[src/sv/sisrl_pkg.sv]
package sisrl_pkg;

  // Field widths of the channels and the configuration registers.
  localparam int RAND_W       = 32;
  localparam int SITE_COUNT_W = 13;
  localparam int THRESH_W     = 33;
  localparam int SITE_IDX_W   = 12;
  localparam int TOTAL_W      = 13;

  // Configuration port geometry: 64-bit data, registers at 8-byte strides.
  localparam int CFG_ADDR_W = 4;
  localparam int CFG_DATA_W = 64;

  // Register index codes, taken from the top address bit.
  localparam logic REG_SITE_COUNT = 1'b0;
  localparam logic REG_RECOVERY   = 1'b1;

  localparam int MIN_SITES   = 3;
  localparam int RESET_SITES = 4096;

  // Neighbor window reload sequence and normal operation.
  typedef enum logic [1:0] {
    ST_FILL_LEFT,
    ST_FILL_CUR,
    ST_FILL_RIGHT,
    ST_RUN
  } fill_state_t;

  typedef struct packed {
    logic [SITE_IDX_W-1:0] site_index;
    logic                  site_active;
    logic [TOTAL_W-1:0]    active_total;
    logic                  sweep_end;
  } sisrl_result_t;

endpackage

[src/sv/sisrl_outbuf.sv]
module sisrl_outbuf (
  input  logic                     clk,
  input  logic                     rst_n,
  input  logic                     push,
  input  sisrl_pkg::sisrl_result_t push_data,
  output logic                     full,
  output logic                     out_valid,
  input  logic                     out_stall,
  output sisrl_pkg::sisrl_result_t out_data
);
  import sisrl_pkg::*;

  logic          main_vld_r, main_vld_nxt;
  logic          skid_vld_r, skid_vld_nxt;
  sisrl_result_t main_r, main_nxt;
  sisrl_result_t skid_r, skid_nxt;

  // The main slot drives the port; the skid slot catches a result produced
  // while the main slot is held by a stalled consumer.
  always_comb begin
    main_vld_nxt = main_vld_r;
    skid_vld_nxt = skid_vld_r;
    main_nxt     = main_r;
    skid_nxt     = skid_r;
    if (!main_vld_r || !out_stall) begin
      if (skid_vld_r) begin
        main_nxt     = skid_r;
        main_vld_nxt = 1'b1;
        skid_vld_nxt = 1'b0;
      end else begin
        main_vld_nxt = push;
        if (push) begin
          main_nxt = push_data;
        end
      end
    end else if (push) begin
      skid_nxt     = push_data;
      skid_vld_nxt = 1'b1;
    end
  end

  always_ff @(posedge clk) begin
    if (!rst_n) begin
      main_vld_r <= 1'b0;
      skid_vld_r <= 1'b0;
    end else begin
      main_vld_r <= main_vld_nxt;
      skid_vld_r <= skid_vld_nxt;
    end
  end

  always_ff @(posedge clk) begin
    main_r <= main_nxt;
    skid_r <= skid_nxt;
  end

  assign full      = skid_vld_r;
  assign out_valid = main_vld_r;
  assign out_data  = main_r;

endmodule

[config.mk]
export PLATFORM = sky130hd
export DESIGN_NAME = sisrl_outbuf
export DESIGN_NICKNAME = d
export VERILOG_FILES = /design/src/sv/sisrl_pkg.sv /design/src/sv/sisrl_outbuf.sv
export SDC_FILE = /design/constraint.sdc
export NUM_CORES = 1
export LEC_CHECK = 0
export ABC_AREA = 1
export BUFFER_PORTS_ARGS = -buffer_cell sky130_fd_sc_hd__buf_2
export CORE_UTILIZATION = 40
export DETAILED_ROUTE_END_ITERATION = 8
export SETUP_SLACK_MARGIN = 0.2
export SLEW_MARGIN = 20
export SYNTH_ARGS = -nofsm -noshare
export SYNTH_HDL_FRONTEND = slang
export SYNTH_SLANG_ARGS = --single-unit
[constraint.sdc]
create_clock -name clk -period 4.5 [get_ports clk]
set_input_delay 0.225 -clock clk [delete_from_list [all_inputs] [get_ports clk]]
set_output_delay 0.225 -clock clk [all_outputs]
set_load 0.02 [all_outputs]
==> results_dict.tcl, run 1 <==
set metrics [dict create \
    status "finished, final reports clean" \
    fin_setup_tns_ns 0 \
    cp_data_required_time_ns 4.28 \
    synthAdderAreaFrac_pct 0 \
    synth_cell_types 13 \
    post_dp_cell_area_mm2 0.002480 \
    grt-busiest-layer "met2" \
    drive_gt1_share_pct 37.56 \
    holdPathStages 1 \
    avgSynthCellArea_um2 14.20 \
    synth_top_family_by_area "compound AO/OA/AOI/OAI gates" \
    cts_tree "done" \
    use_met2_pct 19.82 \
    final_area_mm2 0.002591 \
    synth_edf_count 54 \
    synth-async-reset-ratio_pct 0 \
    antenna_left 0 \
    stdcell_count 283 \
    rows 26 \
    holdCritPathClass "input pin to register" \
    hold_buffers 0 \
    slew_headroom_pct 42.01 \
    dieArea_mm2 0.005620 \
    clk_latency_ns 0.30 \
    hold_violations 0 \
    routed_wl_mm 3.223 \
    muxShareOfSynthArea_pct 0 \
    finClkSkew_ns 0.006753 \
    synth-simple-area-share_pct 5.817 \
    grt_pass1_vias 1070 \
    overflow 0 \
    ctsResizeCount 0 \
    rsz0062_at_grt "no" \
    cts-root-buf "clkbuf_8" \
    fmax_mhz 624.8 \
    cts.clk_slew.worst_paths_ns 0.10 \
    synth_top_area_share_pct 76.15 \
    power_density_mw_per_mm2 393.5 \
    worstSetupPathType "register to output pin" \
    die_w_um 74.97 \
    cts_max_path_buffers 2 \
    synth_compound_area_share_pct 8.578 \
    drtIter0Drc 48 \
    gp_congestion 0.6414 \
    seq_area_frac_synth_pct 78.03 \
    min_period_ns 1.601 \
    worstSetupEndpoint "full" \
    synth_common_cells "edfxtp_1 (54), nand2_1 (28), inv_1 (27), o21ai_0 (14), o21ai_2 (10)" \
    synth_area_leaders "edfxtp_1 (76%), nand2_1 (4.9%), inv_1 (4.8%)" \
    grt_max_degree 57 \
    use_met1_pct 14.63 \
    globalRouteMet3Util_pct 4.418 \
    synth_area_mm2 0.002130 \
    start_util_pct 41.70 \
    synth.most_common_cell "edfxtp_1" \
    r2r_start "full" \
    cts_sinks 56 \
    rrSetupSlack_ns 3.05 \
    synth_seq_cells 56 \
    placed_cells 275 \
    dpl.hpwl_mm 2.111 \
    yosysTopAreaCell "edfxtp_1" \
    syn_nets 181 \
    worst_slack_ns 2.899 \
    drt_first_pass_iters 3 \
    worst_pin_slew_ns 0.8679 \
    core-area_mm2 0.005107 \
    boundaryPins 60 \
    grtUsageTotal_pct 12.23 \
    antenna_found_initial 0 \
    reg2regPathDepth 2 \
    chipHeight_um 74.97 \
    grt_pass1_wl_mm 4.857 \
    setup_violations 0 \
    port-buffer-count 59 \
    worst-path-max-fanout 56 \
    vias 1177 \
    worst_setup_path_start_kind "register" \
    period_share_pct 35.57 \
    report.final.slew_viol_count 0 \
    antenna_cells 0 \
    synth_xor_area_share_pct 0 \
    wl_per_cell_um 11.39 \
    ir_drop_mv 0.1650 \
    ys.flop_type "edfxtp_1" \
    cts_made_buffers 5 \
    synthCells 150 \
    worstSetupEndpointType "output pin" \
    yosysWarnings 0 \
    max_cap_violations 0 \
    r2r_end "out_data[16]" \
    vias_per_cell 4.159 \
    dp_slack_ns 3.017 \
    drc 0 \
    layout.nets 243 \
    crit_start "full" \
    postCtsSetupBuffers 0 \
    areaGrowthSynthToFinish_pct 21.68 \
    htreeDepth 2 \
    cp.arrival_ns 1.38 \
    leakage_uw 0.001055 \
]
==> kinds of logic (layout without fill, tap and decap cells) <==
| logic type | after synthesis | after routing |
|---|---|---|
| and+or+nand+nor | 32 | 32 |
| AOI/OAI and AO/OA | 29 | 29 |
| buffers and inverters | 33 | 96 |
| DFF | 56 | 56 |
==> per-stage QoR <==
stage | util (%) | hold WS (ns) | total power (uW)
3_5_place_dp | 48.55 | 0.4183 | 712.4
2_1_floorplan | - | 0.3239 | 673.1
3_3_place_gp | 48.55 | 0.4178 | 711.2
5_1_grt | 50.73 | 0.08965 | 1058
6_report | 50.73 | 0.1053 | 1020
4_1_cts | 50.73 | 0.09330 | 1031
==> cell usage in the layout, fill, tap and decap left out, drive strengths merged <==
cell	instances
a21oi	1
and3	1
buf	61
bufinv	1
clkbuf	5
clkinv	2
dfxtp	2
edfxtp	54
inv	27
nand2	28
nand3	1
nor2	2
o21ai	28
==> cell type report <==
type                       count  area [um2]
multi-input combinational     61       317.8
timing repair buffer          61       310.3
sequential                    56        1663
clock buffer                   5       68.82
clock inverter                 3       42.54
fill                         472        2516
inverter                      27       101.3
tap                           70       87.58
==> critical path, stage by stage, from the launching register on <==
cell and delay, ns:
dfxtp_2 0.34, buf_4 0.47, buf_2 0.27
==> state kept, by name, indices dropped and copies added (netlist names) <==
name       flops
skid_r        27
out_data      27
full           1
out_valid      1
==> per-layer routing <==
| layer | share of wire [%] | wire length (um) |
|---|---|---|
| met3 | 5.0 | 161 |
| met5 | 0 | 0 |
| met4 | 0.93 | 30 |
| met2 | 49 | 1591 |
| met1 | 45 | 1439 |
==> where the power goes <==
part	total [uW]	switching, uW	internal, uW
Clock	322	157	165
Combinational	89.6	59.0	30.7
Sequential	608	6.39	602
Total	1020	222	798
==> how the worst min path moves through the flow <==
| stage | slack, ns | end | start |
|---|---|---|---|
| 2_1_floorplan | 0.32 | skid_r[0] | push_data[0] |
| 3_3_place_gp | 0.42 | skid_r[24] | push_data[24] |
| 3_5_place_dp | 0.42 | skid_r[25] | push_data[25] |
| 4_1_cts | 0.09 | skid_r[25] | push_data[25] |
| 5_1_grt | 0.09 | skid_r[18] | push_data[18] |
| 6_report | 0.11 | skid_r[25] | push_data[25] |
Note: power is estimated with default switching activity, not from simulation.
==> inputs of run 2 (changes only) <==
clock period = 1.5 ns   (was 4.5 ns; I/O delays follow)
==> run 2 against run 1 <==
Critical path depth down 1. Die area unchanged. Global-route usage up 1.3 points. Clock-buffer cell count unchanged. Total power rose to 3.0 times the previous value. Combinational power rose to 3.8 times the previous value. Clock power rose to 2.9 times the previous value. First-iteration DRC count up 21%. Clock skew up 0.0010 ns. Utilization up 6.2 points. Cell area up 12%. Sequential power rose to 3.0 times the previous value. Critical path type is now register to register.
==> results_dict.tcl, run 2 (same netlist as run 1, synthesis figures left out) <==
set metrics [dict create \
    worstSetupPathType "register to register" \
    vias 1321 \
    chipHeight_um 74.97 \
    r2r_end "skid_r[10]" \
    antenna_cells 0 \
    hp-start "push" \
    report.final.slew_viol_count 0 \
    hold_ws_ns 0.07790 \
    path_cells "and3_2" \
    slew_headroom_pct 79.19 \
    dp_slack_ns 0.2734 \
    routed_wl_mm 3.443 \
    boundaryPins 60 \
    ir_drop_mv 0.5072 \
    holdPathStages 3 \
    dieArea_mm2 0.005620 \
    wl_per_cell_um 11.00 \
    setup_violations 0 \
    final_cell_mix "buf_2 (59), edfxtp_1 (54), nand2_1 (28), dlygate4sd3_1 (28), inv_1 (27)" \
    cp_slowest_cell "dfxtp_1" \
    rsz0062_at_grt "yes" \
    cp.arrival_ns 1.18 \
    r2r_start "out_valid" \
    worst_setup_path_start_kind "register" \
    period_share_pct 80.22 \
    drtIter0Drc 58 \
    cts_max_path_buffers 2 \
    grt_max_degree 28 \
    status "finished, final reports clean" \
    cp_top_family "flip-flops" \
    antenna_left 0 \
    min_period_ns 1.203 \
    worst_slack_ns 0.2967 \
    grt_pass1_vias 1207 \
    fin_setup_tns_ns 0 \
    areaGrowthSynthToFinish_pct 36.60 \
    rows 26 \
    placed_cells 276 \
    cts_sinks 56 \
    rrSetupSlack_ns 0.30 \
    core-area_mm2 0.005107 \
    htreeDepth 2 \
    hold_violations 0 \
    cts.clk_slew.worst_paths_ns 0.09 \
    cts_tree "done" \
    start_util_pct 41.70 \
    finClkSkew_ns 0.007761 \
    dpl.hpwl_mm 2.182 \
    antenna_found_initial 0 \
    utilization_pct 56.96 \
    drt_first_pass_iters 4 \
    vias_per_cell 4.220 \
    cp_slowest_stage_delay_ns 0.45 \
    final_common_cell "buf_2" \
    clk_latency_ns 0.30 \
    power_density_mw_per_mm2 1061 \
    ctsResizeCount 0 \
    gp_congestion 0.7106 \
    stdcell_count 313 \
    cp_data_required_time_ns 1.48 \
    layout.nets 273 \
    worstSetupEndpointType "register" \
    grt_pass1_wl_mm 5.368 \
    min_to "out_valid" \
    die_w_um 74.97 \
    leakage_uw 0.001184 \
    max_cap_violations 0 \
    drc 0 \
    cts_made_buffers 5 \
    fmax_mhz 831.0 \
    reg2regPathDepth 1 \
    critical_path_buf_inv_count 0 \
    worst-path-max-fanout 13 \
    drive_gt1_share_pct 34.16 \
    worst_pin_slew_ns 0.3122 \
    overflow 0 \
    port-buffer-count 59 \
    holdCritPathClass "input pin to register" \
    grtUsageTotal_pct 13.49 \
    cts-root-buf "clkbuf_8" \
]
==> run 2: timing repair <==
action,in CTS,in global routing
hold buffers,28,0
endpoints found under the hold margin,28,0
buffers inserted,0,0
setup endpoints to repair,0,7
==> run 2: where the power goes <==
group          switching, uW  internal [uW]  total (uW)
Clock                    434            486         920
Sequential              23.6           1800        1830
Combinational            188            150         338
==> run 2: per-stage QoR <==
step / power [uW] / cell area [um2]
6_report: 3085 / 2909
5_1_grt: 3217 / 2909
4_1_cts: 3123 / 2902
3_5_place_dp: 2148 / 2515
3_3_place_gp: 2142 / 2515
2_1_floorplan: 2022 / 2157
==> run 2: layout make-up <==
type,count,area (um2)
fill,456,2198
sequential,56,1665
timing repair buffer,90,610.6
multi-input combinational,62,337.8
inverter,27,101.3
tap,70,87.58
clock buffer,5,68.82
clock inverter,3,37.54
==> run 2: how the worst max path moves through the flow <==
stage / start / slack [ns] / endpoint / depth (start not counted)
6_report: out_valid / 0.30 / skid_r[10] / 1
5_1_grt: out_valid / 0.20 / skid_r[20] / 1
4_1_cts: out_valid / 0.26 / skid_r[19] / 1
3_5_place_dp: out_valid / 0.27 / skid_r[17] / 1
3_3_place_gp: out_valid / 0.32 / skid_r[17] / 1
2_1_floorplan: full / 0.07 / out_data[0] / 3
==> run 2: metal layers <==
layer,vias to the layer above,routed length (um),share of wire [%],GRT usage [%]
met3,2,183,5.3,5.087
met4,0,18,0.52,4.403
met1,586,1599,46,16.94
li1,691,-,-,-
met5,-,0,0,0
met2,42,1642,48,21.72
